$ cat config.mk
export PLATFORM = sky130hd
export DESIGN_NAME = exclusion_lattice_reset_step_flat
export DESIGN_NICKNAME = d
export VERILOG_FILES = /design/src/hdl/elrs_pkg.sv /design/src/hdl/elrs_if.sv /design/src/hdl/elrs_lattice.sv /design/src/hdl/exclusion_lattice_reset_step.sv /design/src/flat_wrapper.sv
export SDC_FILE = /design/constraint.sdc
export NUM_CORES = 1
export LEC_CHECK = 0
export BUFFER_PORTS_ARGS = -buffer_cell sky130_fd_sc_hd__buf_2
export CAP_MARGIN = 40
export CELL_PAD_IN_SITES_DETAIL_PLACEMENT = 1
export CELL_PAD_IN_SITES_GLOBAL_PLACEMENT = 1
export CORE_ASPECT_RATIO = 0.7
export CORE_UTILIZATION = 54
export DETAILED_ROUTE_END_ITERATION = 12
export MAX_ROUTING_LAYER = met4
export PLACE_DENSITY = 0.89
export SLEW_MARGIN = 15
export SYNTH_ARGS = -nofsm -noshare
export SYNTH_HDL_FRONTEND = slang
export SYNTH_SLANG_ARGS = --single-unit
$ cat constraint.sdc
create_clock -name clk -period 10.9 [get_ports clk]
set_input_delay 0.545 -clock clk [delete_from_list [all_inputs] [get_ports clk]]
set_output_delay 0.545 -clock clk [all_outputs]
set_load 0.03 [all_outputs]
$ cat src/hdl/elrs_pkg.sv
package elrs_pkg;

  // Lattice size and register reset values.
  localparam int SITES_DEFAULT = 128;

  localparam logic [15:0] HOP_RIGHT_LIMIT_RESET = 16'd29789;
  localparam logic [15:0] HOP_LEFT_LIMIT_RESET  = 16'd59578;
  localparam logic [6:0]  HOME_SITE_RESET       = 7'd64;

  // Configuration register indexes.
  localparam logic [1:0] REG_HOP_RIGHT_LIMIT = 2'd0;
  localparam logic [1:0] REG_HOP_LEFT_LIMIT  = 2'd1;
  localparam logic [1:0] REG_HOME_SITE       = 2'd2;

  // Request types.
  localparam logic [1:0] REQ_LOAD = 2'd0;
  localparam logic [1:0] REQ_MOVE = 2'd1;
  localparam logic [1:0] REQ_READ = 2'd2;

  // Site contents. The fourth code is never stored.
  localparam logic [1:0] SITE_EMPTY    = 2'd0;
  localparam logic [1:0] SITE_PARTICLE = 2'd1;
  localparam logic [1:0] SITE_RESET    = 2'd2;
  localparam logic [1:0] SITE_INVALID  = 2'd3;

  // Event codes of a result.
  localparam logic [2:0] EV_NONE      = 3'd0;
  localparam logic [2:0] EV_HOP_RIGHT = 3'd1;
  localparam logic [2:0] EV_HOP_LEFT  = 3'd2;
  localparam logic [2:0] EV_INJECT    = 3'd3;
  localparam logic [2:0] EV_EXTRACT   = 3'd4;
  localparam logic [2:0] EV_RESET     = 3'd5;

  typedef enum logic [2:0] {
    ST_IDLE,
    ST_EVAL,
    ST_NBR,
    ST_SCAN,
    ST_SCAN_LAST,
    ST_CLRA,
    ST_DONE
  } state_t;

endpackage

$ cat src/hdl/elrs_if.sv
interface elrs_req_if;
  logic        valid;
  logic        ready;
  logic [1:0]  req_type;
  logic [6:0]  site_index;
  logic [1:0]  site_value;
  logic [15:0] random_fraction;

  modport source (output valid, req_type, site_index, site_value, random_fraction,
                  input ready);
  modport sink (input valid, req_type, site_index, site_value, random_fraction,
                output ready);
endinterface

interface elrs_res_if;
  logic       valid;
  logic       ready;
  logic [2:0] event_res;
  logic [1:0] read_value;

  modport source (output valid, event_res, read_value, input ready);
  modport sink (input valid, event_res, read_value, output ready);
endinterface

interface elrs_cfg_if;
  logic        valid;
  logic        ready;
  logic [1:0]  reg_index;
  logic [15:0] reg_data;

  modport source (output valid, reg_index, reg_data, input ready);
  modport sink (input valid, reg_index, reg_data, output ready);
endinterface

$ cat src/hdl/elrs_lattice.sv
module elrs_lattice #(
  parameter int SITES = elrs_pkg::SITES_DEFAULT
) (
  input  logic                     clk,
  input  logic                     rst,
  input  logic                     we,
  input  logic [$clog2(SITES)-1:0] waddr,
  input  logic [1:0]               wdata,
  input  logic [$clog2(SITES)-1:0] raddr,
  output logic [1:0]               rdata,
  output logic                     busy
);
  import elrs_pkg::*;

  localparam int IW = $clog2(SITES);
  localparam logic [IW-1:0] LAST = IW'(SITES - 1);

  logic [1:0]    mem [SITES];
  logic [IW-1:0] clr;

  // After reset every site is swept to empty, one per cycle.
  always_ff @(posedge clk) begin
    if (rst) begin
      busy <= 1'b1;
      clr  <= '0;
    end else if (busy) begin
      clr <= clr + 1'b1;
      if (clr == LAST) begin
        busy <= 1'b0;
      end
    end
  end

  always_ff @(posedge clk) begin
    if (busy) begin
      mem[clr] <= SITE_EMPTY;
    end else if (we) begin
      mem[waddr] <= wdata;
    end
  end

  always_ff @(posedge clk) begin
    rdata <= mem[raddr];
  end

endmodule

$ cat src/hdl/exclusion_lattice_reset_step.sv
// Exclusion lattice with one reset particle, one request at a time.
// The request channel carries a load, a move attempt or a read for one site.
// Every request gives exactly one result on the result channel: the event
// that took place and the contents of the addressed site after the request.
// The configuration channel writes the two rate limits and the home site; it
// is always ready and should only be used while no request is in flight.
// A load or read steps through evaluate and done, as does a boundary inject or
// extract; a hop also reads the neighbor and clears the old site. A reset jump
// home checks every site between the particle and its home through the single
// lattice read port, one site per cycle, before it moves the particle.
// The block takes one request at a time and drops ready while it works on it.
// With a ready receiver the next request can be taken once it is back in idle.
// Results wait in an output register, so a new request can be accepted while
// the previous result is still held by a stalled receiver; a finished request
// waits for that register to empty before it returns to idle.
// After reset the lattice is swept to empty, one site per cycle; requests are
// held off until the sweep ends, while configuration writes are taken as usual.
module exclusion_lattice_reset_step #(
  parameter int SITES = elrs_pkg::SITES_DEFAULT
) (
  input logic    clk,
  input logic    rst,
  elrs_req_if.sink    request,
  elrs_res_if.source  result,
  elrs_cfg_if.sink    cfg
);
  import elrs_pkg::*;

  localparam int IW = $clog2(SITES);
  localparam logic [IW-1:0] LAST = IW'(SITES - 1);

  // Configuration registers.
  logic [15:0] hop_right_limit;
  logic [15:0] hop_left_limit;
  logic [6:0]  home_site;

  // Sequencer state and the captured request.
  state_t        state, state_next;
  logic [1:0]    req_r;
  logic [IW-1:0] a_r;
  logic [1:0]    val_r;
  logic [15:0]   rf_r;
  logic [IW-1:0] h_r;
  logic          home_ok;
  logic [1:0]    v_r;
  logic [IW-1:0] tgt, tgt_next;
  logic [IW-1:0] k, k_next;
  logic [IW-1:0] hi, hi_next;
  logic [2:0]    ev, ev_next;
  logic [1:0]    rd, rd_next;

  // Output register.
  logic       out_valid;
  logic [2:0] out_ev;
  logic [1:0] out_rd;

  // Lattice memory port.
  logic          lat_we;
  logic [IW-1:0] lat_waddr;
  logic [1:0]    lat_wdata;
  logic [IW-1:0] lat_raddr;
  logic [1:0]    lat_rdata;
  logic          lat_busy;

  logic          accept;
  logic          in_range;
  logic          b1, b2, b3;
  logic          is_first, is_last;
  logic          go_right, go_left, go_home;
  logic          a_below_h;
  logic [IW-1:0] scan_lo, scan_hi;

  elrs_lattice #(.SITES(SITES)) u_lattice (
    .clk   (clk),
    .rst   (rst),
    .we    (lat_we),
    .waddr (lat_waddr),
    .wdata (lat_wdata),
    .raddr (lat_raddr),
    .rdata (lat_rdata),
    .busy  (lat_busy)
  );

  assign cfg.ready     = 1'b1;
  assign request.ready = (state == ST_IDLE) && !lat_busy;
  assign accept        = request.valid && request.ready;
  assign in_range      = 32'(request.site_index) < SITES;

  assign result.valid      = out_valid;
  assign result.event_res  = out_ev;
  assign result.read_value = out_rd;

  always_ff @(posedge clk) begin
    if (rst) begin
      hop_right_limit <= HOP_RIGHT_LIMIT_RESET;
      hop_left_limit  <= HOP_LEFT_LIMIT_RESET;
      home_site       <= HOME_SITE_RESET;
    end else if (cfg.valid && cfg.ready) begin
      case (cfg.reg_index)
        REG_HOP_RIGHT_LIMIT: hop_right_limit <= cfg.reg_data;
        REG_HOP_LEFT_LIMIT:  hop_left_limit  <= cfg.reg_data;
        REG_HOME_SITE:       home_site       <= cfg.reg_data[6:0];
        default: ;
      endcase
    end
  end

  // Rate bands of the captured random fraction. Every comparison is strict,
  // so a fraction equal to a limit, or zero, falls in no band.
  assign b1 = (rf_r != 16'd0) && (rf_r < hop_right_limit);
  assign b2 = (rf_r > hop_right_limit) && (rf_r < hop_left_limit);
  assign b3 = rf_r > hop_left_limit;

  assign is_first = a_r == '0;
  assign is_last  = a_r == LAST;

  // The home jump needs the home site and every site strictly between it and
  // the particle to be empty, so the scan runs over that closed range.
  assign a_below_h = a_r < h_r;
  assign scan_lo   = a_below_h ? a_r + 1'b1 : h_r;
  assign scan_hi   = a_below_h ? h_r : a_r - 1'b1;

  always_ff @(posedge clk) begin
    if (rst) begin
      state     <= ST_IDLE;
      out_valid <= 1'b0;
    end else begin
      state <= state_next;
      if (state == ST_DONE && (!out_valid || result.ready)) begin
        out_valid <= 1'b1;
      end else if (result.ready) begin
        out_valid <= 1'b0;
      end
    end
  end

  always_ff @(posedge clk) begin
    if (accept) begin
      req_r   <= request.req_type;
      a_r     <= IW'(request.site_index);
      val_r   <= request.site_value;
      rf_r    <= request.random_fraction;
      h_r     <= IW'(home_site);
      home_ok <= 32'(home_site) < SITES;
    end
    if (state == ST_EVAL) begin
      v_r <= lat_rdata;
    end
    if (state == ST_DONE && (!out_valid || result.ready)) begin
      out_ev <= ev;
      out_rd <= rd;
    end
    tgt <= tgt_next;
    k   <= k_next;
    hi  <= hi_next;
    ev  <= ev_next;
    rd  <= rd_next;
  end

  always_comb begin
    state_next = state;
    tgt_next   = tgt;
    k_next     = k;
    hi_next    = hi;
    ev_next    = ev;
    rd_next    = rd;
    lat_raddr  = a_r;
    lat_we     = 1'b0;
    lat_waddr  = a_r;
    lat_wdata  = SITE_EMPTY;
    go_right   = 1'b0;
    go_left    = 1'b0;
    go_home    = 1'b0;

    case (state)
      ST_IDLE: begin
        lat_raddr = IW'(request.site_index);
        if (accept) begin
          ev_next = EV_NONE;
          rd_next = SITE_EMPTY;
          state_next = in_range ? ST_EVAL : ST_DONE;
        end
      end

      // The site's contents have arrived; decide what the request does.
      ST_EVAL: begin
        rd_next    = lat_rdata;
        ev_next    = EV_NONE;
        state_next = ST_DONE;
        case (req_r)
          REQ_LOAD: begin
            if (val_r != SITE_INVALID) begin
              lat_we    = 1'b1;
              lat_wdata = val_r;
              rd_next   = val_r;
            end
          end
          REQ_MOVE: begin
            if (is_first) begin
              if (lat_rdata == SITE_EMPTY) begin
                if (b1) begin
                  lat_we    = 1'b1;
                  lat_wdata = SITE_PARTICLE;
                  ev_next   = EV_INJECT;
                  rd_next   = SITE_PARTICLE;
                end
              end else if (lat_rdata == SITE_PARTICLE) begin
                if (b2) begin
                  lat_we  = 1'b1;
                  ev_next = EV_EXTRACT;
                  rd_next = SITE_EMPTY;
                end else if (b1) begin
                  go_right = 1'b1;
                end
              end else if (b3) begin
                go_home = 1'b1;
              end
            end else if (is_last) begin
              if (lat_rdata == SITE_EMPTY) begin
                if (b2) begin
                  lat_we    = 1'b1;
                  lat_wdata = SITE_PARTICLE;
                  ev_next   = EV_INJECT;
                  rd_next   = SITE_PARTICLE;
                end
              end else if (lat_rdata == SITE_PARTICLE) begin
                if (b1) begin
                  lat_we  = 1'b1;
                  ev_next = EV_EXTRACT;
                  rd_next = SITE_EMPTY;
                end else if (b2) begin
                  go_left = 1'b1;
                end
              end else if (b3) begin
                go_home = 1'b1;
              end
            end else if (lat_rdata != SITE_EMPTY) begin
              if (b1) begin
                go_right = 1'b1;
              end else if (b2) begin
                go_left = 1'b1;
              end else if (b3 && lat_rdata == SITE_RESET) begin
                go_home = 1'b1;
              end
            end
          end
          default: ;
        endcase

        if (go_right || go_left) begin
          tgt_next   = go_right ? a_r + 1'b1 : a_r - 1'b1;
          lat_raddr  = tgt_next;
          ev_next    = go_right ? EV_HOP_RIGHT : EV_HOP_LEFT;
          state_next = ST_NBR;
        end else if (go_home && home_ok && h_r != a_r) begin
          tgt_next   = h_r;
          hi_next    = scan_hi;
          lat_raddr  = scan_lo;
          k_next     = scan_lo + 1'b1;
          ev_next    = EV_RESET;
          state_next = (scan_lo == scan_hi) ? ST_SCAN_LAST : ST_SCAN;
        end
      end

      // Neighbor contents have arrived: hop only into an empty site.
      ST_NBR: begin
        if (lat_rdata == SITE_EMPTY) begin
          lat_we     = 1'b1;
          lat_waddr  = tgt;
          lat_wdata  = v_r;
          state_next = ST_CLRA;
        end else begin
          ev_next    = EV_NONE;
          state_next = ST_DONE;
        end
      end

      // One read per cycle; each cycle checks the site read the cycle before.
      ST_SCAN: begin
        lat_raddr = k;
        if (lat_rdata != SITE_EMPTY) begin
          ev_next    = EV_NONE;
          state_next = ST_DONE;
        end else if (k == hi) begin
          state_next = ST_SCAN_LAST;
        end else begin
          k_next = k + 1'b1;
        end
      end

      ST_SCAN_LAST: begin
        if (lat_rdata == SITE_EMPTY) begin
          lat_we     = 1'b1;
          lat_waddr  = tgt;
          lat_wdata  = v_r;
          state_next = ST_CLRA;
        end else begin
          ev_next    = EV_NONE;
          state_next = ST_DONE;
        end
      end

      // The moving particle leaves its original site.
      ST_CLRA: begin
        lat_we     = 1'b1;
        rd_next    = SITE_EMPTY;
        state_next = ST_DONE;
      end

      ST_DONE: begin
        if (!out_valid || result.ready) begin
          state_next = ST_IDLE;
        end
      end

      default: state_next = ST_IDLE;
    endcase
  end

`ifndef NO_ASSERTIONS
  // No request may be taken while the lattice is still being cleared.
  assert property (@(posedge clk) disable iff (rst) lat_busy |-> !request.ready)
    else $error("request accepted during lattice clear");

  // The unused site code must never reach the lattice.
  assert property (@(posedge clk) disable iff (rst) lat_we |-> lat_wdata != SITE_INVALID)
    else $error("invalid site code written");

  // A particle that leaves the addressed site leaves it empty.
  assert property (@(posedge clk) disable iff (rst)
    result.valid && (result.event_res == EV_HOP_RIGHT || result.event_res == EV_HOP_LEFT ||
                     result.event_res == EV_EXTRACT || result.event_res == EV_RESET)
    |-> result.read_value == SITE_EMPTY)
    else $error("site not empty after a departure");

  // An injected particle shows up at the addressed site.
  assert property (@(posedge clk) disable iff (rst)
    result.valid && result.event_res == EV_INJECT |-> result.read_value == SITE_PARTICLE)
    else $error("site not filled after an inject");

  // An accepted request always moves the sequencer out of idle.
  assert property (@(posedge clk) disable iff (rst) accept |=> state != ST_IDLE)
    else $error("sequencer stayed idle after a request");
`endif

endmodule
$ cat src/flat_wrapper.sv
// flat-port wrapper written by rule: the top's interface ports become plain ports
module exclusion_lattice_reset_step_flat import elrs_pkg::*;
#(
  parameter int SITES = elrs_pkg::SITES_DEFAULT
)
  (clk, rst, request_valid, request_req_type, request_site_index, request_site_value, request_random_fraction, request_ready, result_valid, result_event_res, result_read_value, result_ready, cfg_valid, cfg_reg_index, cfg_reg_data, cfg_ready);
  elrs_req_if request_i ();
  elrs_res_if result_i ();
  elrs_cfg_if cfg_i ();
  input logic clk;
  input logic rst;
  input wire logic [$bits(request_i.valid)-1:0] request_valid;
  input wire logic [$bits(request_i.req_type)-1:0] request_req_type;
  input wire logic [$bits(request_i.site_index)-1:0] request_site_index;
  input wire logic [$bits(request_i.site_value)-1:0] request_site_value;
  input wire logic [$bits(request_i.random_fraction)-1:0] request_random_fraction;
  output wire logic [$bits(request_i.ready)-1:0] request_ready;
  output wire logic [$bits(result_i.valid)-1:0] result_valid;
  output wire logic [$bits(result_i.event_res)-1:0] result_event_res;
  output wire logic [$bits(result_i.read_value)-1:0] result_read_value;
  input wire logic [$bits(result_i.ready)-1:0] result_ready;
  input wire logic [$bits(cfg_i.valid)-1:0] cfg_valid;
  input wire logic [$bits(cfg_i.reg_index)-1:0] cfg_reg_index;
  input wire logic [$bits(cfg_i.reg_data)-1:0] cfg_reg_data;
  output wire logic [$bits(cfg_i.ready)-1:0] cfg_ready;
  assign request_i.valid = request_valid;
  assign request_i.req_type = request_req_type;
  assign request_i.site_index = request_site_index;
  assign request_i.site_value = request_site_value;
  assign request_i.random_fraction = request_random_fraction;
  assign request_ready = request_i.ready;
  assign result_valid = result_i.valid;
  assign result_event_res = result_i.event_res;
  assign result_read_value = result_i.read_value;
  assign result_i.ready = result_ready;
  assign cfg_i.valid = cfg_valid;
  assign cfg_i.reg_index = cfg_reg_index;
  assign cfg_i.reg_data = cfg_reg_data;
  assign cfg_ready = cfg_i.ready;
  exclusion_lattice_reset_step #(.SITES(SITES)) u_core (.clk(clk), .rst(rst), .request(request_i), .result(result_i), .cfg(cfg_i));
endmodule
# --- Yosys cells after proc, flatten, opt, wreduce, memory -nomap -nowiden ---
# Memory sizes are Yosys's and may differ from the RTL's. A register that Yosys moved wholly into a read port is not among the register bits.
# Cells that the tools add are included.
word_totals:
  out_inout_bits: 8
  reg_bits: 118
  ramBits: 256
  n_memories: 1
memory_table:
  columns: ["memory", "depth", "width", "rd", "rd_ports_with_merged_regs", "write_ports", "line_no", "text"]
  rows:
  - ["u_core.u_lattice.mem", 128, 2, 1, 1, 1, "elrs_lattice.sv:18", "logic [1:0] mem [SITES];"]
op_classes:
  bitwise_logic: 1
  addsub: 5
  mux: 117
  reduce_logical: 34
  n_lt_le_gt_ge: 5
  n_eq_ne: 26
ops:
  columns: ["op", "n"]
  rows:
  - ["2-to-1 mux 7 bit", 14]
  - ["2-to-1 mux 3 bit", 21]
  - ["2-to-1 mux 1 bit", 49]
  - ["2-to-1 mux 2 bit", 23]
  - ["> comparator 16 bit", 2]
  - ["< comparator 16 bit", 2]
  - ["adder 7 x 1 -> 7 bit, second input constant", 4]
  - ["one-hot mux 7 bit (3 select lines)", 1]
  - ["one-hot mux 3 bit (6 select lines)", 1]
  - ["nonzero test 16 bit", 1]
  - ["equality test 7 bit", 2]
  - ["equality test 7 bit, second input constant", 2]
  - ["!= test 2 bit, second input constant", 7]
  - ["one-hot mux 7 bit (2 select lines)", 1]
  - ["one-hot mux 2 bit (2 select lines)", 3]
  - ["one-hot mux 3 bit (4 select lines)", 1]
  - ["AND reduction 2 bit", 5]
  - ["equality test 3 bit, second input constant", 3]
  - ["nonzero test 2 bit", 4]
  - ["logical AND 1 bit", 7]
  - ["zero test 7 bit", 1]
  - ["< comparator 7 bit", 1]
  - ["!= test 7 bit", 1]
  - ["subtractor 7 x 1 -> 7 bit, second input constant", 1]
  - ["20 further kinds", 31]

# --- Logic depth before layout (Yosys ltp) ---
# Gate-level depths: netlist (run 1).
depth:
  word_depth: 14
  depth_mapped: 20
  mapped_depth_nobuf: 15

# --- Modules after synthesis ---
# From an unflattened synthesis (run 1), not the netlist that was laid out.
unflattened:
  cells_unflattened: 1384
  area_unflattened_um2: 17717.0
modules_own_cells:
  columns: ["module", "seq_area_each_um2", "cells_each", "n_inst", "area_each_um2"]
  rows:
  - ["elrs_lattice", 7887.6, 671, 1, 11120.7]
  - ["exclusion_lattice_reset_step", 2872.8, 713, 1, 6596.3]

# --- Worst setup path after synthesis (run 1) ---
# Ideal clock, no wire load.
synth_timing:
  path_type: "register to register"
  startpoint: "reg u_core.rf_r[1]"
  endpoint: "mem u_core.u_lattice.mem[0][1] (data pin)"
  t_arrival_ns: 5.895
  synth_period_minus_slack_ns: 6.692
  slack_ns: 4.208
  setup_ns: 0.796
  t_required_ns: 10.104
  n_path_buf: 1
  stages_incl_launch_ff: 14
  cell_sequence: "edfxtp_1 -> ha_1 -> nor2b_1 -> o211a_1 -> o21a_1 -> or4_4 -> o31ai_4 -> a31oi_1 -> o41ai_2 -> a21oi_1 -> nor2_2 -> buf_6 -> o21ai_0 -> nor2_1"
synth_between:
  elab_chain_len: 14
  word_cells_on_any_way: 21
synth_rtl:
  columns: ["item", "line_no", "text"]
  rows:
  - ["start: declaration", "exclusion_lattice_reset_step.sv:42", "logic [15:0] rf_r;"]
  - ["start signal: assignment", "exclusion_lattice_reset_step.sv:142", "rf_r <= request.random_fraction;"]
  - ["< comparator 16 bit / nonzero test 16 bit (equally long branches)", "exclusion_lattice_reset_step.sv:110", "assign b1 = (rf_r != 16'd0) && (rf_r < hop_right_limit);"]
  - ["logical AND 1 bit", "exclusion_lattice_reset_step.sv:110", null]
  - ["2-to-1 mux 1 bit", "exclusion_lattice_reset_step.sv:201, exclusion_lattice_reset_step.sv:227", null]
  - ["2-to-1 mux 1 bit", "exclusion_lattice_reset_step.sv:226", "end else if (lat_rdata == SITE_PARTICLE) begin"]
  - ["2-to-1 mux 1 bit", "exclusion_lattice_reset_step.sv:219", "if (lat_rdata == SITE_EMPTY) begin"]
  - ["2-to-1 mux 1 bit", "exclusion_lattice_reset_step.sv:218", "end else if (is_last) begin"]
  - ["2-to-1 mux 1 bit *", "exclusion_lattice_reset_step.sv:199", "if (is_first) begin"]
  - ["one-hot mux 1 bit (2 select lines) *", "exclusion_lattice_reset_step.sv:190", "case (req_r)"]
  - ["one-hot mux 1 bit (3 select lines) *", "exclusion_lattice_reset_step.sv:175", "case (state)"]
  - ["2-to-1 mux 1 bit *", "elrs_lattice.sv:37", "end else if (we) begin"]
  - ["2-to-1 mux 1 bit *", "elrs_lattice.sv:35", "if (busy) begin"]
  - ["2-to-1 mux 1 bit (implied by the code) *", "elrs_lattice.sv:38", "mem[waddr] <= wdata;"]
  - ["OR reduction 2 bit (no source line) *", null, null]
  - ["2-to-1 mux 2 bit (no source line) *", null, null]
  - ["end: declaration", "elrs_lattice.sv:18", null]
# Mark *: on every way between the ends. The rest lies on a longest branch, timed or not.

# --- Worst setup path in the final report (run 1) ---
layout_timing:
  startpoint: "reg u_core.rf_r[15]"
  endpoint: "mem u_core.u_lattice.mem[51][1], enable pin"
layout_between:
  elab_chain_len: 14
  word_cells_on_any_way: 22
layout_rtl:
  columns: ["item", "line_no"]
  rows:
  - ["< comparator 16 bit / nonzero test 16 bit (equally long branches)", "exclusion_lattice_reset_step.sv:110"]
  - ["logical AND 1 bit", "exclusion_lattice_reset_step.sv:110"]
  - ["2-to-1 mux 1 bit", "exclusion_lattice_reset_step.sv:201, exclusion_lattice_reset_step.sv:227"]
  - ["2-to-1 mux 1 bit", "exclusion_lattice_reset_step.sv:226"]
  - ["2-to-1 mux 1 bit", "exclusion_lattice_reset_step.sv:219"]
  - ["2-to-1 mux 1 bit", "exclusion_lattice_reset_step.sv:218"]
  - ["2-to-1 mux 1 bit *", "exclusion_lattice_reset_step.sv:199"]
  - ["one-hot mux 1 bit (2 select lines) *", "exclusion_lattice_reset_step.sv:190"]
  - ["one-hot mux 1 bit (3 select lines) *", "exclusion_lattice_reset_step.sv:175"]
  - ["2-to-1 mux 1 bit *", "elrs_lattice.sv:37"]
  - ["2-to-1 mux 1 bit *", "elrs_lattice.sv:35"]
  - ["2-to-1 mux 1 bit (implied by the code) *", "elrs_lattice.sv:38"]
  - ["OR reduction 2 bit (no source line)", null]
  - ["2-to-1 mux 7 bit (no source line) / 2-to-1 mux 1 bit (equally long branches)", null]
# Marks and branches as above.

==> results of run 1 <==
[cells in the final DEF, fill, tap and decap left out, types with 20 or more instances in the layout]
| cell | count |
|---|---|
| buf_4 | 20 |
| o21ai_0 | 45 |
| dfxtp_1 | 53 |
| mux2i_1 | 99 |
| ha_1 | 44 |
| clkbuf_16 | 41 |
| edfxtp_1 | 323 |
| a21oi_1 | 70 |
| inv_1 | 53 |
| buf_2 | 56 |
| nand2_1 | 257 |
| nand3_1 | 60 |
| nand3b_1 | 24 |
| nor2_1 | 220 |
[Yosys cell counts, types with 14 or more instances]
| cell type | number |
|---|---|
| xor2_1 | 15 |
| inv_1 | 53 |
| dfxtp_1 | 53 |
| clkbuf_1 | 59 |
| nand3_1 | 60 |
| mux2i_1 | 99 |
| nand2_1 | 257 |
| nor3_1 | 16 |
| edfxtp_1 | 323 |
| a211o_1 | 17 |
| buf_2 | 23 |
| nand4_1 | 15 |
| o21ai_0 | 45 |
| a31oi_1 | 14 |
| a21oi_1 | 71 |
| xnor2_1 | 18 |
| ha_1 | 44 |
| nor2_1 | 222 |
| nand3b_1 | 24 |
[final cells by class]
type	count	area, sq um
fillers	3436	12630
flip-flops and latches	376	10760
multi-input cells	1115	6731
clock buffers	55	1089
repair buffers	84	581.8
well taps	427	534.3
inverters	53	198.9
clock inverters	16	97.59
[stage by stage]
stage | setup WS, ns | hold WS (ns) | power, mW | utilization, % | area [sq um]
2_1_floorplan | 4.208 | 0.4003 | 2.685 | - | 18040
3_3_place_gp | 5.269 | 0.4049 | 3.110 | 57.19 | 18660
3_5_place_dp | 5.091 | 0.4079 | 3.200 | 57.57 | 18780
4_1_cts | 5.096 | 0.1567 | 4.476 | 61.21 | 19970
5_1_grt | 4.828 | 0.1595 | 4.679 | 61.29 | 19990
6_report | 5.070 | 0.1651 | 4.528 | 61.29 | 19990
[kinds of logic (layout without fill, tap and decap cells)]
logic type | after synthesis | count (layout) | synth area share (%)
buf+inv | 146 | 208 | 3.406
other cells | 1 | 1 | 0.02079
mux | 109 | 109 | 6.132
xor+xnor | 33 | 33 | 1.602
simple gates | 683 | 683 | 16.88
fa+ha+maj | 45 | 45 | 3.107
compound gates | 244 | 244 | 9.198
flops | 376 | 376 | 59.65
[worst max-delay path, cell delays in order (launching register included)]
cell      delay [ns]
edfxtp_1        0.43
ha_1            0.37
nand4_1         0.19
nor2_1          0.08
or4_1           0.58
a211o_1         0.29
nor3_1          0.41
a31oi_1         0.18
o41ai_2         0.31
a21oi_1         0.14
nor2_2          0.57
mux2i_1         0.56
or3b_1          0.50
or2_1           0.54
nor2_1          0.35
[power by group]
part | internal (mW) | total (mW) | switching (mW)
registers | 1.58 | 1.61 | 0.0316
clock network | 0.720 | 1.29 | 0.570
logic | 0.530 | 1.62 | 1.09
[flip-flops by register name, indices dropped and copies added (netlist names), 7 cells and up]
signal	flops
u_core.a_r	7
u_core.h_r	7
u_core.hi	7
u_core.home_site	7
u_core.hop_left_limit	16
u_core.hop_right_limit	16
u_core.k	7
u_core.rf_r	16
u_core.tgt	7
u_core.u_lattice.clr	7
u_core.u_lattice.mem	256
[metal layers]
layer / vias to the layer above / GRT usage (%) / part of all wire (%)
li1: 5976 / - / -
met5: - / - / 0
met4: 0 / 9.754 / 2.8
met2: 656 / 51.34 / 45
met1: 6912 / 47.87 / 44
met3: 132 / 6.843 / 8.7
[path summary, 6_finish.rpt]
check | to | cells after the start
setup / recovery | u_core.u_lattice.mem[51][1] | 14
hold / removal | u_core.rf_r[4] | 1
setup reg to reg | u_core.u_lattice.mem[51][1] | 14
hold reg to reg | u_core.result.event_res[1] | 0
==> flow_summary.ini, run 1 <==
[run_status]
status = finished with violations
violations = DRC

[clock_tree]
clk_pin_slew_worst_paths_ns = 0.06
postCtsSetupBuffers = 0
clkLatencyLatePin_ns = 0.55
root_buffer = clkbuf_16
htreeDepth = 2
numCtsBuffers = 39
cts_resized = 0
cts_tree = done
numClockSinks = 376
clock_path_buffers = 3
hold_buffers = 0

[timing]
skew_ns = 0.01976
rsz0062_at_grt = no
min_period_ns = 5.830
setup_viol = 0
worst_slew_pin_slew_ns = 0.9056
tns_ns = 0
drv_slew = 0
slew_headroom_pct = 39.62
hold_viol_final = 0
fmax_mhz = 171.5
min_period_over_period_pct = 53.49

[logic_synthesis]
synth_cells = 1637
ys_seq_elements = 376
synth_edf_count = 323
synth_area_sq_um = 18040
synth_top_flop_cell = edfxtp_1
yosysWarningCount = 0
synth_nets = 1731
synthDistinctLibCells = 78
synth.area.top_cells = edfxtp_1 (54%), dfxtp_1 (5.9%), mux2i_1 (5.5%)
postSynthAreaPerCell_sq_um = 11.02
ys_seq_area_share_pct = 59.65
synth_top_area_share_pct = 53.77
async_flop_share_pct = 0
yosysTopAreaCell = edfxtp_1

[floorplanning]
die_w_um = 220.5
std_cell_rows = 55
die_area_sq_um = 34150
fp.dieH_um = 154.9
start_util_pct = 55.30
ios = 58
core-area_sq_um = 32620

[placement]
dp.cells = 2054
dp_hpwl_mm = 37.40
gp_congestion = 0.9671
io_buffers = 56

[pwr]
vdd_ir_drop_max_uv = 178.6
leakage_nw = 6.983
power.density_nw_per_um2 = 226.5

[critical_path]
worst_r2r_startpoint = u_core.rf_r[15]
cp_max_fo = 14
worstSetupStartpointType = flop
end_kind = flop
cp.required_ns = 11.13
startpoint = u_core.rf_r[15]
arrival_ns = 6.06
r2r_slack_ns = 5.07
worstSetupPathType = reg -> reg

[routing]
drt_iter0_markers = 1463
drcViolationCount = 2
wl_per_cell_um = 26.20
drtPass1Iterations = 12
ant_nets = 0
routed_wirelength_mm = 55.71
vias = 13680
routed_via_density = 6.433

[cells_and_area]
nNetsFinal = 1763
syn_to_final_growth_pct = 10.83
finalNonFillerCells = 2126
drive_above_1_share_pct = 10.18
antenna_cells = 0

[global_routing]
grt_max_degree = 88
grt_pass1_wl_mm = 84.88
grt.total_usage_pct = 34.39
overflow = 0
grt_pass1_vias = 14160
grt_antenna_before_repair = 0

[min_path]
worstHoldPathType = in -> reg
min-delay-start = request_random_fraction[4]

[run]
drv_cap = 0
(Power assumes the default switching activity.)
==> inputs of run 2 (changes only) <==
--- a/config.mk
+++ b/config.mk
@@ -10,10 +10,10 @@
 export CELL_PAD_IN_SITES_DETAIL_PLACEMENT = 1
 export CELL_PAD_IN_SITES_GLOBAL_PLACEMENT = 1
 export CORE_ASPECT_RATIO = 0.7
-export CORE_UTILIZATION = 54
+export CORE_UTILIZATION = 50
 export DETAILED_ROUTE_END_ITERATION = 12
 export MAX_ROUTING_LAYER = met4
-export PLACE_DENSITY = 0.89
+export PLACE_DENSITY = 0.83
 export SLEW_MARGIN = 15
 export SYNTH_ARGS = -nofsm -noshare
 export SYNTH_HDL_FRONTEND = slang
==> constraint.sdc (replaced) <==
create_clock -name clk -period 5.4 [get_ports clk]
set_input_delay 0.27 -clock clk [delete_from_list [all_inputs] [get_ports clk]]
set_output_delay 0.27 -clock clk [all_outputs]
set_load 0.03 [all_outputs]
==> run 2 against run 1 <==
Effect of this change: worst hold slack worse by 0.15 ns; register-to-register slack lost 5.0 ns; critical path type unchanged; routed wire length is 0.19% higher; critical path depth up 2; global-route usage fell by 3.1 points; non-clock buffer count rose by 90; the run now ends clean; setup slack got worse by 5.0 ns; largest power group unchanged.
==> flow_summary.ini, run 2 (synthesized netlist as in run 1, its figures left out) <==
[critical_path]
cpMostUsedCell = a21oi_1
cp_max_fo = 10
path_depth = 16
worstSetupPathType = reg -> reg
rr_worst_depth = 16
arrival_ns = 5.52
crit_path_end = u_core.u_lattice.mem[30][0]
r2r_slack_ns = 0.11
worst_r2r_startpoint = u_core.rf_r[11]
path_cells = ha_1, a21oi_1, nor2_1, or4_1, a211o_1, o41ai_2, a21oi_1, o41ai_2, a21oi_1, nor2_2, buf_4, mux2i_1, or3b_1, or2_1, buf_12, nor2_1
end_kind = flop
path_buf_inv = 2
worst_path_dominant_cell_family = simple AND/OR/NAND/NOR gates
cp.required_ns = 5.63
startpoint = u_core.rf_r[11]
crit_slowest_cell = or4_1
r2r_end = u_core.u_lattice.mem[30][0]
slowest_delay_ns = 0.59
worstSetupStartpointType = flop

[min_path]
hold_depth = 2
worstHoldPathType = in -> reg
min-delay-start = cfg_reg_data[2]

[timing]
min_period_over_period_pct = 97.91
fin_ws_ns = 0.1127
hold_viol_final = 0
worst_slew_pin_slew_ns = 0.9065
setup_viol = 0
min_period_ns = 5.287
drv_slew = 0
tns_ns = 0
fmax_mhz = 189.1
slew_headroom_pct = 39.48
skew_ns = 0.01666

[floorplanning]
core-area_sq_um = 35090
die_w_um = 229.0
fp.dieH_um = 160.9
start_util_pct = 51.41
std_cell_rows = 57
ios = 58
die_area_sq_um = 36850

[pwr]
p_sw_share_pct = 36.81
internal-power_mw = 6.027
power.density_nw_per_um2 = 456.2
clockPowerShare_pct = 27.7
p_sw_mw = 3.511
p_comb_share_pct = 37.8
power_frac_seq_pct = 34.5
vdd_ir_drop_max_uv = 229.9
leakage_nw = 7.396

[clock_tree]
clkLatencyLatePin_ns = 0.54
root_buffer = clkbuf_16
htreeDepth = 2
cts_tree = done
clk_pin_slew_worst_paths_ns = 0.06
numCtsBuffers = 39
numClockSinks = 376
clock_path_buffers = 3

[cells_and_area]
top_register = u_core.u_lattice.mem
layout_common_cells = edfxtp_1 (323), nand2_1 (257), nor2_1 (220), mux2i_1 (98)
largest_reg_flops = 256
final_common_cell = edfxtp_1
drive_above_1_share_pct = 12.75
nNetsFinal = 1853
num-fill-cells = 3701
syn_to_final_growth_pct = 15.91

[global_routing]
grt_pass1_vias = 14310
overflow = 0
grt_max_degree = 112
grt_pass1_wl_mm = 85.43
grt_antenna_before_repair = 2
grt.total_usage_pct = 31.27

[placement]
gp_congestion = 0.9947
io_buffers = 56
dp_hpwl_mm = 38.34
post-place-ws_ns = 0.1510

[run_status]
status = finished clean

[routing]
drt_iter0_markers = 1462
ant_nets = 0
drtPass1Iterations = 5
routed_wirelength_mm = 55.82
wl_per_cell_um = 24.68
routed_via_density = 6.155
drcViolationCount = 0
vias = 13920

[run]
drv_cap = 0
[run 2: cell count changes in the layout (fill, tap and decap cells not counted), moves of 2 or more]
cell and delta:
buf_4 +50, dlygate4sd3_1 +40, buf_12 +4, clkinv_2 -3
buf_8 -2, bufinv_16 +2, clkbuf_16 -2, clkinv_1 -2
diode_2 +2
[run 2: area by class of cell]
type | count | area, sq um | share of cell area [%]
antenna | 2 | 5.005 | 0.02394
clock buffer | 54 | 1052 | 5.033
clock inverter | 16 | 158.9 | 0.7600
inverter | 53 | 198.9 | 0.9515
multi-input combinational | 1115 | 6773 | 32.39
sequential | 376 | 10760 | 51.47
tap | 472 | 590.6 | 2.825
timing repair buffer | 174 | 1369 | 6.547
[run 2: worst register-to-register path, delay by kind of cell, from the launching register on]
kind                     cells  cell delay, ns
flip-flops                   1            0.45
AND/OR/NAND/NOR              6            1.85
AO/OA/AOI/OAI                6            1.61
buffers and inverters        2            0.46
adder cells (fa/ha/maj)      1            0.36
multiplexers                 1            0.26
[run 2: layer usage]
layer	track usage [%]	wire length, um	up-vias
met1	43.90	24850	6995
met2	47.29	25210	648
met4	7.152	1031	0
met3	5.735	4729	99
met5	-	0	-
li1	-	-	6181
[run 2: metrics by stage]
| step | power, mW | hold WS (ns) | instances | utilization [%] | instance area (sq um) |
|---|---|---|---|---|---|
| 3_3_place_gp | 6.626 | 0.4033 | 2148 | 54.71 | 19200 |
| 6_report | 9.537 | 0.01162 | 2262 | 59.58 | 20910 |
| 4_1_cts | 9.437 | 0.004514 | 2260 | 59.42 | 20850 |
| 3_5_place_dp | 6.772 | 0.4162 | 2150 | 54.83 | 19240 |
| 2_1_floorplan | 5.450 | 0.3689 | 1637 | - | 18040 |
| 5_1_grt | 9.856 | 0.02377 | 2262 | 59.58 | 20910 |
[run 2: power by group through the flow]
stage / Clock, mW / Combinational [mW] / Sequential [mW]
final: 2.64 / 3.61 / 3.29
after global routing: 2.77 / 3.80 / 3.29
after CTS: 2.66 / 3.50 / 3.28
after detailed placement: 0 / 3.43 / 3.34
after global placement: 0 / 3.28 / 3.35
after floorplan: 0 / 2.18 / 3.28
[run 2: worst min path at each step]
| stage | to | slack, ns |
|---|---|---|
| 5_1_grt | u_core.hop_right_limit[2] | 0.02 |
| 3_5_place_dp | u_core.result.event_res[1] | 0.42 |
| 2_1_floorplan | u_core.a_r[0] | 0.37 |
| 4_1_cts | u_core.hop_right_limit[2] | 0.005 |
| 3_3_place_gp | u_core.result.read_value[0] | 0.40 |
| 6_report | u_core.hop_right_limit[2] | 0.01 |
[run 2: timing repair]
item                                   in CTS  in global routing
setup endpoints to repair                   0                200
hold buffers                               40                  0
resized for setup                           0                  8
endpoints found under the hold margin      47                  0
buffers inserted                            0                  0
==> inputs of run 3 (changes only) <==
--- a/config.mk
+++ b/config.mk
@@ -10,6 +10,7 @@
 export CELL_PAD_IN_SITES_DETAIL_PLACEMENT = 1
 export CELL_PAD_IN_SITES_GLOBAL_PLACEMENT = 1
 export CORE_ASPECT_RATIO = 0.7
+export CORE_MARGIN = 2
 export CORE_UTILIZATION = 50
 export DETAILED_ROUTE_END_ITERATION = 12
 export MAX_ROUTING_LAYER = met4
==> run 3 against run 2 <==
Effect of this change: sequential share of layout area increased by 0.24 points; cell area is 0.47% lower; routed wire length shrank 1.6%.
==> flow_summary.ini, run 3 (synthesized netlist as in run 1, its figures left out) <==
[timing]
slew_headroom_pct = 40.42
worst_slew_pin_slew_ns = 0.8904
hold_viol_final = 0
rsz0062_at_grt = yes
skew_ns = 0.01649
fmax_mhz = 187.8
drv_slew = 0
min_period_ns = 5.325
setup_viol = 0
min_period_over_period_pct = 98.61

[cells_and_area]
largest_reg_flops = 256
syn_to_final_growth_pct = 15.36
top_register = u_core.u_lattice.mem
post-route-util_pct = 58.28
regArea_sq_um = 10760
multi_input_area_sq_um = 6813
nNetsFinal = 1837
layout_common_cells = edfxtp_1 (323), nand2_1 (251), nor2_1 (217), mux2i_1 (97), a21oi_1 (70)
final_common_cell = edfxtp_1
num-fill-cells = 3783
drive_above_1_share_pct = 12.58
antenna_cells = 0

[routing]
drtPass1Iterations = 5
routed_via_density = 6.029
wl_per_cell_um = 24.39
ant_nets = 0
routed_wirelength_mm = 54.92
drt_iter0_markers = 1372
drcViolationCount = 0
vias = 13580

[pwr]
total_power_mw = 9.384
leakage_nw = 7.307
power.density_nw_per_um2 = 450.9
vdd_ir_drop_max_uv = 277.0

[global_routing]
grt_max_degree = 129
grt_antenna_before_repair = 0
grt.total_usage_pct = 30.24
grt_pass1_vias = 14380
overflow = 0
grt_pass1_wl_mm = 83.63

[clock_tree]
numClockSinks = 376
root_buffer = clkbuf_16
numCtsBuffers = 38
cts_tree = done
postCtsSetupBuffers = 0
clk_pin_slew_worst_paths_ns = 0.06
clock_path_buffers = 3
clkLatencyLatePin_ns = 0.55
htreeDepth = 2

[floorplanning]
fp.dieH_um = 162.9
die_w_um = 231.0
start_util_pct = 50.52
die_area_sq_um = 37640
core-area_sq_um = 35700
ios = 58
std_cell_rows = 58

[critical_path]
worstSetupPathType = reg -> reg
end_kind = flop
worstSetupStartpointType = flop
cp_max_fo = 8
cp.required_ns = 5.87
arrival_ns = 5.80

[min_path]
worstHoldPathType = in -> reg

[placement]
io_buffers = 56
dp_hpwl_mm = 36.96
gp_congestion = 0.9392

[run_status]
status = finished clean

[run]
drv_cap = 0
==> run 3: timing repair <==
item / CTS / global route
gates resized for setup: 0 / 26
endpoints found under the hold margin: 51 / 0
hold buffers: 40 / 0
endpoints found under the setup margin: 0 / 236
==> run 3: metal layers <==
metal | global-route usage, % | wire [um] | vias up
met3 | 6.443 | 4121 | 86
met1 | 40.51 | 24280 | 6830
met4 | 7.771 | 1125 | 0
li1 | - | - | 6133
met5 | - | 0 | -
met2 | 47.17 | 25390 | 529
==> run 3: path summary, 6_finish.rpt <==
kind                                                   end             from  depth (start not counted)  slack [ns]
worst max-delay path             u_core.u_lattice.rdata[0]  u_core.rf_r[15]                         15        0.07
worst min-delay path             u_core.hop_right_limit[5]  cfg_reg_data[5]                          3        0.03
worst max register to register   u_core.u_lattice.rdata[0]  u_core.rf_r[15]                         15        0.07
worst min register to register  u_core.result.event_res[0]     u_core.ev[0]                          0        0.42
==> run 3: stage by stage <==
step	hold slack, ns	setup TNS (ns)	setup slack, ns	cells	instance area [sq um]
final	0.03233	0	0.07486	2252	20810
after global routing	0.007245	-0.01072	-0.005403	2252	20810
after CTS	0.01018	0	0.1045	2251	20710
after detailed placement	0.4063	0	0.1696	2142	19170
after global placement	0.4046	0	0.4414	2140	19120
after floorplan	0.3689	-330.56	-1.292	1637	18040
==> run 3: worst max-delay path, stage by stage (launching register included) <==
cell and delay, ns:
edfxtp_1 0.44, ha_1 0.36, nand4_1 0.20, nor2_1 0.08
or4_1 0.57, a211oi_1 0.58, and3_1 0.56, buf_4 0.21
or4_1 0.13, a21o_1 0.14, o311ai_2 0.26, nor2_1 0.73
a32oi_1 0.20, a21boi_0 0.40, o311ai_0 0.19, nand4_1 0.19
==> run 3: power by group <==
| part | total (mW) | internal, mW | switching, mW |
|---|---|---|---|
| combinational | 3.60 | 1.34 | 2.26 |
| clock | 2.52 | 1.40 | 1.12 |
| sequential | 3.26 | 3.19 | 0.0725 |
| total | 9.38 | 5.93 | 3.46 |
==> run 3: area by class of cell <==
cell class	count	area share [%]
clock inverters	14	0.4810
clock buffers	55	5.026
inverters	53	0.9560
flip-flops and latches	376	51.71
repair buffers	159	6.205
multi-input cells	1115	32.74
well taps	480	2.886
